==> config.mk <==
export PLATFORM = sky130hd
export DESIGN_NAME = first_fit_allocator_with_compaction_core
export DESIGN_NICKNAME = d
export VERILOG_FILES = /design/src/hdl/ffac_pkg.sv /design/src/hdl/ffac_cell.sv /design/src/hdl/first_fit_allocator_with_compaction_core.sv
export SDC_FILE = /design/constraint.sdc
export NUM_CORES = 2
export LEC_CHECK = 0
export BUFFER_PORTS_ARGS = -buffer_cell sky130_fd_sc_hd__buf_4
export CORE_UTILIZATION = 35
export DETAILED_ROUTE_END_ITERATION = 10
export SKIP_CTS_REPAIR_TIMING = 1
export SLEW_MARGIN = 0
export SYNTH_ARGS = -nofsm -noshare
export SYNTH_HDL_FRONTEND = slang
export SYNTH_SLANG_ARGS = --single-unit
==> constraint.sdc <==
create_clock -name clk -period 4.1 [get_ports clk]
set_input_delay 0.205 -clock clk [delete_from_list [all_inputs] [get_ports clk]]
set_output_delay 0.205 -clock clk [all_outputs]
set_load 0.005 [all_outputs]
==> src/hdl/ffac_pkg.sv <==
`default_nettype none
// ----------------------------------------------------------------------------
// ffac_pkg
// Shared sizes, codes and types of the first-fit allocator.
// ----------------------------------------------------------------------------
package ffac_pkg;

  localparam int CELLS   = 128;
  localparam int ID_BITS = 16;

  // position counter, active count and compare widths
  localparam int PW = (CELLS > 1) ? $clog2(CELLS) : 1;
  localparam int MW = $clog2(CELLS + 1);
  localparam int NW = ((MW > 16) ? MW : 16) + 1;
  localparam int CW = (ID_BITS > 16) ? ID_BITS : 16;

  localparam logic [1:0] MODE_ALLOC  = 2'd0;
  localparam logic [1:0] MODE_ERASE  = 2'd1;
  localparam logic [1:0] MODE_DEFRAG = 2'd2;

  localparam logic [1:0] ST_OK      = 2'd0;
  localparam logic [1:0] ST_NOSPACE = 2'd1;
  localparam logic [1:0] ST_ILLEGAL = 2'd2;

  typedef logic [ID_BITS-1:0] owner_t;

  typedef struct packed {
    logic shift;
    logic take_right;
    logic give_left;
  } cell_ctrl_t;

endpackage
`default_nettype wire

==> src/hdl/ffac_cell.sv <==
`default_nettype none
// ----------------------------------------------------------------------------
// ffac_cell
// One memory cell: holds its owner id, rotates towards the head, or takes
// part in a compare-exchange with a neighbour during compaction.
// ----------------------------------------------------------------------------
module ffac_cell (
  input  wire logic                clk,
  input  wire logic                rst,
  input  wire ffac_pkg::cell_ctrl_t ctrl,
  input  wire ffac_pkg::owner_t    left_val,
  input  wire ffac_pkg::owner_t    right_val,
  output      ffac_pkg::owner_t    owner
);
  import ffac_pkg::*;

  // rotate, or move an owned cell down over a free one
  always_ff @(posedge clk) begin
    if (rst) begin
      owner <= '0;
    end else if (ctrl.shift) begin
      owner <= right_val;
    end else if (ctrl.take_right && owner == '0 && right_val != '0) begin
      owner <= right_val;
    end else if (ctrl.give_left && left_val == '0 && owner != '0) begin
      owner <= '0;
    end
  end

endmodule
`default_nettype wire

==> src/hdl/first_fit_allocator_with_compaction_core.sv <==
`default_nettype none
// ----------------------------------------------------------------------------
// first_fit_allocator_with_compaction_core
// First-fit cell allocator over a ring of cells, with erase and compaction.
// ----------------------------------------------------------------------------
//  channel | signals                               | direction
//  in      | in_valid in_stall mode operand        | request in
//  out     | out_valid out_stall status block_id   | response out
//  cfg     | cfg_we cfg_data                       | memory size write
//
// Allocate runs a scan pass and a mark pass of the ring; an allocate that
// finds no space runs only the scan pass. Erase runs one pass of the ring,
// and compaction one pass of odd-even exchanges; zero-size, exhausted and
// id-zero requests go straight to the response. The ring rotates by one
// cell per cycle. Reset clears every cell at once and sets the next id to one.
// The input stalls from acceptance until the request is finished; a new
// request is taken while a response waits in the output register, and the
// block holds in its response state while that register is still stalled.
// ----------------------------------------------------------------------------
module first_fit_allocator_with_compaction_core (
  input  wire logic        clk,
  input  wire logic        rst,
  input  wire logic        in_valid,
  output      logic        in_stall,
  input  wire logic [1:0]  mode,
  input  wire logic [15:0] operand,
  output      logic        out_valid,
  input  wire logic        out_stall,
  output      logic [1:0]  status,
  output      logic [15:0] block_id,
  input  wire logic        cfg_we,
  input  wire logic [7:0]  cfg_data
);
  import ffac_pkg::*;

  localparam logic [2:0] S_IDLE    = 3'd0;
  localparam logic [2:0] S_SCAN    = 3'd1;
  localparam logic [2:0] S_WRITE   = 3'd2;
  localparam logic [2:0] S_ERASE   = 3'd3;
  localparam logic [2:0] S_COMPACT = 3'd4;
  localparam logic [2:0] S_RESP    = 3'd5;

  localparam logic [PW-1:0] LAST = PW'(CELLS - 1);

  logic [2:0]       state;
  logic [PW-1:0]    cnt;
  logic [7:0]       memory_size;
  logic [ID_BITS:0] next_id;
  logic [15:0]      need;
  logic [CW-1:0]    erase_id;
  logic [MW-1:0]    run;
  logic [PW-1:0]    start;
  logic             found;
  logic             hit;
  logic [1:0]       resp_status;
  logic [15:0]      resp_id;

  owner_t     owner [CELLS];
  cell_ctrl_t ctrl  [CELLS];
  logic [CELLS-1:0] pair_en;

  logic [MW-1:0] m;
  logic          pos_act;
  owner_t        head;
  owner_t        head_new;
  logic          head_wr;
  logic [MW-1:0] run_inc;
  logic [NW-1:0] end_pos;
  logic          in_win;
  logic [CW-1:0] id_ext;
  logic [CW-1:0] head_ext;
  logic          ring_shift;

  // active range, clamped to the built row
  assign m       = (MW'(memory_size) > MW'(CELLS)) ? MW'(CELLS) : MW'(memory_size);
  assign pos_act = MW'(cnt) < m;
  assign head    = owner[0];
  assign run_inc = run + MW'(1);
  assign end_pos = NW'(start) + NW'(need);
  assign in_win  = (cnt >= start) && (NW'(cnt) < end_pos);
  assign id_ext  = CW'(next_id[ID_BITS-1:0]);
  assign head_ext = CW'(head);
  assign in_stall = (state != S_IDLE);
  assign ring_shift = (state == S_SCAN) || (state == S_WRITE) || (state == S_ERASE);

  // value written back into the tail of the ring
  always_comb begin
    head_wr  = 1'b0;
    head_new = head;
    if (state == S_WRITE && in_win) begin
      head_wr  = 1'b1;
      head_new = next_id[ID_BITS-1:0];
    end else if (state == S_ERASE && pos_act && head_ext == erase_id) begin
      head_wr  = 1'b1;
      head_new = '0;
    end
  end

  // pair enables for odd-even compaction
  always_comb begin
    for (int i = 0; i < CELLS; i++) begin
      pair_en[i] = (state == S_COMPACT) && (1'(i) == cnt[0]) &&
                   ((i + 1) < int'(m));
    end
  end

  // row of cells
  for (genvar g = 0; g < CELLS; g++) begin : g_cell
    owner_t lv;
    owner_t rv;
    logic   give;
    assign ctrl[g] = '{shift: ring_shift, take_right: pair_en[g], give_left: give};
    if (g == 0) begin : g_first
      assign give = 1'b0;
      assign lv = '0;
    end else begin : g_mid
      assign give = pair_en[g-1];
      assign lv = owner[g-1];
    end
    if (g == CELLS - 1) begin : g_tail
      assign rv = head_wr ? head_new : head;
    end else begin : g_body
      assign rv = owner[g+1];
    end
    ffac_cell u_cell (
      .clk       (clk),
      .rst       (rst),
      .ctrl      (ctrl[g]),
      .left_val  (lv),
      .right_val (rv),
      .owner     (owner[g])
    );
  end

  // size register
  always_ff @(posedge clk) begin
    if (rst) begin
      memory_size <= 8'd128;
    end else if (cfg_we) begin
      memory_size <= cfg_data;
    end
  end

  // sequencer
  always_ff @(posedge clk) begin
    if (rst) begin
      state     <= S_IDLE;
      cnt       <= '0;
      next_id   <= (ID_BITS+1)'(1);
      out_valid <= 1'b0;
      found     <= 1'b0;
      hit       <= 1'b0;
    end else begin
      if (out_valid && !out_stall && state != S_RESP) begin
        out_valid <= 1'b0;
      end
      unique case (state)
        S_IDLE: begin
          cnt   <= '0;
          run   <= '0;
          start <= '0;
          found <= 1'b0;
          hit   <= 1'b0;
          need  <= operand;
          erase_id <= CW'(operand);
          if (in_valid) begin
            unique case (mode)
              MODE_ALLOC: begin
                if (next_id[ID_BITS]) begin
                  resp_status <= ST_NOSPACE;
                  resp_id     <= '0;
                  state       <= S_RESP;
                end else if (operand == '0) begin
                  resp_status <= ST_OK;
                  resp_id     <= id_ext[15:0];
                  next_id     <= next_id + (ID_BITS+1)'(1);
                  state       <= S_RESP;
                end else begin
                  state <= S_SCAN;
                end
              end
              MODE_ERASE: begin
                if (operand == '0) begin
                  resp_status <= ST_ILLEGAL;
                  resp_id     <= '0;
                  state       <= S_RESP;
                end else begin
                  state <= S_ERASE;
                end
              end
              MODE_DEFRAG: state <= S_COMPACT;
              default:     state <= S_IDLE;
            endcase
          end
        end
        S_SCAN: begin
          // track the current free run; stop on the first long enough
          if (!found && pos_act) begin
            if (head == '0) begin
              if (run == '0) begin
                start <= cnt;
              end
              run <= run_inc;
              if (NW'(run_inc) >= NW'(need)) begin
                found <= 1'b1;
              end
            end else begin
              run <= '0;
            end
          end
          cnt <= cnt + PW'(1);
          if (cnt == LAST) begin
            cnt <= '0;
            if (found || (!found && pos_act && head == '0 &&
                          NW'(run_inc) >= NW'(need))) begin
              state <= S_WRITE;
            end else begin
              resp_status <= ST_NOSPACE;
              resp_id     <= '0;
              state       <= S_RESP;
            end
          end
        end
        S_WRITE: begin
          cnt <= cnt + PW'(1);
          if (cnt == LAST) begin
            cnt         <= '0;
            resp_status <= ST_OK;
            resp_id     <= id_ext[15:0];
            next_id     <= next_id + (ID_BITS+1)'(1);
            state       <= S_RESP;
          end
        end
        S_ERASE: begin
          if (head_wr) begin
            hit <= 1'b1;
          end
          cnt <= cnt + PW'(1);
          if (cnt == LAST) begin
            cnt <= '0;
            if (hit || head_wr) begin
              state <= S_IDLE;
            end else begin
              resp_status <= ST_ILLEGAL;
              resp_id     <= '0;
              state       <= S_RESP;
            end
          end
        end
        S_COMPACT: begin
          cnt <= cnt + PW'(1);
          if (cnt == LAST) begin
            cnt   <= '0;
            state <= S_IDLE;
          end
        end
        S_RESP: begin
          // post once the output register is free
          if (!out_valid || !out_stall) begin
            out_valid <= 1'b1;
            status    <= resp_status;
            block_id  <= resp_id;
            state     <= S_IDLE;
          end
        end
        default: state <= S_IDLE;
      endcase
    end
  end

endmodule
`default_nettype wire

==> results by group <==
Detailed routing
  • Avg WL per Cell: 17.7 µm
  • Via count: 74,635
  • Drc violations: 0
  • DR WL met2: 108,000 µm
  • DR WL met3: 13,500 µm
  • Antenna Violating Nets Remaining: 0
  • Top layer in use: met5
  • Final WL: between 200,000 and 250,000 µm
  • Via density per instance: 5.59
  • WL met1: 107,000 µm
  • First-pass iteration count of the detailed router: 7
  • DRT iter0 DRCs: 6,452

Layout
  • Storage cell area: 43,800 µm²
  • Post-route cell area: 95,400 µm²
  • Final core utilization: 40.0%
  • Nets@finish: 10,059
  • Commonest cells after routing, fill and taps aside: dfxtp_1, nand2_1, nand3_1
  • P&R area growth vs syn: 13.2%
  • Commonest non-fill, non-tap cell in the layout: dfxtp_1
  • Layout fillers: 23,942
  • Share of layout cells above drive strength 1: 6.84%
  • Area of the multi-input gates: 37,400 µm²

Global route
  • Initial antenna violation count: 12
  • Total GRT Usage: a little under a fifth
  • Number of global-route vias before repair: 69,701
  • Grt total ovfl: 0
  • Largest net degree at the start of global routing: 266
  • First-pass GRT wire length: 376,000 µm

Synth
  • Synth warnings: 0
  • Post-synth EDFFs: 67
  • Synthesized area: 84,300 µm²
  • Post-synthesis sequential area ratio: 51.9%
  • Post-Syn Area per Cell: 8.22 µm²
  • Synthesized netlist cell count: between 10,000 and 15,000
  • Fraction of registers with async set/reset: 0%
  • Syn_nets: around 10,000
  • Synth Flop Type: dfxtp_1
  • FF+latch count, synth: 2,153
  • Synth cell types: 83

Floorplanning
  • Cell row count: 179
  • Core footprint: 239,000 µm²
  • DIE WIDTH: 493 µm
  • Initial Utilization: between 30% and 40%
  • Die ar.: 243,000 µm²
  • Die Y: a little under 500 µm
  • I/O pins: a little over 50

Setup path
  • Arr. time, crit path: 4.75 ns
  • CP Class: reg2reg
  • Worst path required time: between 4 and 5 ns
  • Top Family by Delay on Critical Path: simple AND/OR/NAND/NOR gates
  • Slowest-stage cell, CP: or3b_2
  • Worst path max stage delay: between 0.4 and 0.5 ns
  • Startpoint Class: flip-flop
  • CP Capture Type: flip-flop
  • Critical path buffers and inverters: 2
  • CP max FO: 16
  • Crit-path cells: ha_1, fa_1, a211oi_1, nor2_1, o31ai_2, xor2_1, ha_1, nand4_1, o31ai_2, nand4_1, nor4_4, buf_4, nand3_1, buf_4, or3b_2, nand3_1

Timing
  • Slew @ Worst Pin: approximately 1.4 ns
  • Clock Skew: 0.0406 ns
  • Final Cycle Share: between 90% and 100%
  • Final Hold Fails: 0
  • Period minus WS final: 3.96 ns
  • F_max: approximately 0.25 GHz
  • Finish-stage setup viols: 0
  • Hold WS: 0.0787 ns
  • Final Max Tran Viols: 0
  • Slew headroom: 8.82%

Clock network
  • CTS root buf: clkbuf_16
  • Worst-Skew Late Latency: between 0.8 and 0.9 ns
  • Htree depth: 4
  • CTS tree: done
  • CTS clk-pin slew, worst paths: 0.06 ns
  • CTS sink count: 2,153
  • Clock tree buffer depth: 3
  • Total CTS buffers: 220

Run status
  • Status: finished, final reports clean

Pwr
  • P_leak: slightly above 30 nW
  • Max IR drop VDD: 0.000321 V
  • Power Dens Cells: 479 nW/µm²

Placement
  • DP Area: a little under 90,000 µm²
  • Hpwl dp: between 150,000 and 200,000 µm
  • I/O Buffers: 50
  • GPL Wtd Cong: 0.875

Worst hold path
  • Worst min path class: in2reg

Job
  • Max cap viols: 0
## cells in the mapped netlist (16+ instances only)
library cell,instances,area (µm²)
a22oi_1,496,3720
buf_1,30,113
nor3_1,19,95.1
nor4_1,537,3360
or2_2,16,100
inv_1,32,120
nand4_1,117,732
nand2_1,1625,6100
nand3_1,1616,8090
a21oi_1,1607,8040
edfxtp_1,67,2010
and4_1,38,333
nand2b_1,28,175
or3b_2,18,158
dfxtp_1,2086,41800
and2_1,87,544
ha_1,38,475
o21ai_0,137,686
or3_1,23,144
nor2_1,619,2320
xor2_1,37,324
a31oi_1,21,131
buf_2,126,631
clkbuf_1,620,2330
## worst reg2reg max path, cell delays in order, from the launching register on
cell	delay [ns]
edfxtp_1	0.41
ha_1	0.26
fa_1	0.41
a211oi_1	0.23
nor2_1	0.11
o31ai_2	0.27
xor2_1	0.11
ha_1	0.32
nand4_1	0.12
o31ai_2	0.26
nand4_1	0.21
nor4_4	0.21
buf_4	0.17
nand3_1	0.07
buf_4	0.20
or3b_2	0.46
nand3_1	0.09
## worst paths after layout
check / slack [ns] / to / depth (start not counted) / startpoint
worst min-delay path: 0.08 / erase_id[14]$_DFFE_PP_ / 2 / operand[14]
worst max register to register: 0.14 / g_cell[127].u_cell.owner[2]$_SDFFE_PP0P_ / 16 / erase_id[0]$_DFFE_PP_
worst min register to register: 0.42 / block_id[9]$_DFFE_PP_ / 0 / resp_id[9]$_DFFE_PP_
worst max-delay path: 0.14 / g_cell[127].u_cell.owner[2]$_SDFFE_PP0P_ / 16 / erase_id[0]$_DFFE_PP_
## kinds of logic after synthesis
group                      share of synthesized area [%]
DFF                                                 51.9
AOI/OAI and AO/OA                                   16.0
buffers and inverters                               3.85
adders and majority gates                          0.588
muxes                                             0.0950
xor gates and xnor gates                           0.457
and+or+nand+nor                                     27.1
## flip-flops by register name, summed over array words and instances, names as in the netlist
| name | flops |
|---|---|
| found | 1 |
| memory_size | 8 |
| g_cell.u_cell.owner | 2048 |
| out_valid | 1 |
| start | 7 |
| cnt | 7 |
| run | 8 |
| hit | 1 |
| erase_id | 16 |
| status | 2 |
| resp_id | 16 |
| state | 3 |
| next_id | 17 |
| block_id | 16 |
| resp_status | 2 |
## report_power, final
group	switching, mW	internal, mW	leakage [nW]
sequential	0.0810	21.1	17.4
combinational	3.06	0.598	9.71
clock	8.55	12.3	3.73
total	11.7	34.0	30.8
## stage by stage
stage / std cells / setup TNS (ns) / total power [mW] / worst slack, ns
final: 13346 / 0 / 45.7 / 0.143
after global routing: 13343 / -0.196 / 47.3 / -0.0341
after CTS: 13300 / -1.36 / 46.0 / -0.107
after detailed placement: 12894 / -0.895 / 25.2 / -0.0643
after global placement: 12894 / -0.00206 / 25.1 / -0.00126
after floorplan: 10252 / 0 / 24.4 / 0.354
## routing by layer
layer  vias up  track usage [%]
li1      36289                -
met1     35934             25.1
met2      1968             29.8
met3       432             2.91
met4        12             6.59
met5         -                0
## area by class of cell
class | count | area share [%]
flip-flops and latches | 2153 | 45.9
multi-input cells | 7283 | 39.2
clock buffers | 317 | 6.81
well taps | 3167 | 4.15
repair buffers | 298 | 2.63
clock inverters | 89 | 1.19
inverters | 33 | 0.130
diodes | 6 | 0.0157
Power figures use the tool's default switching activity.
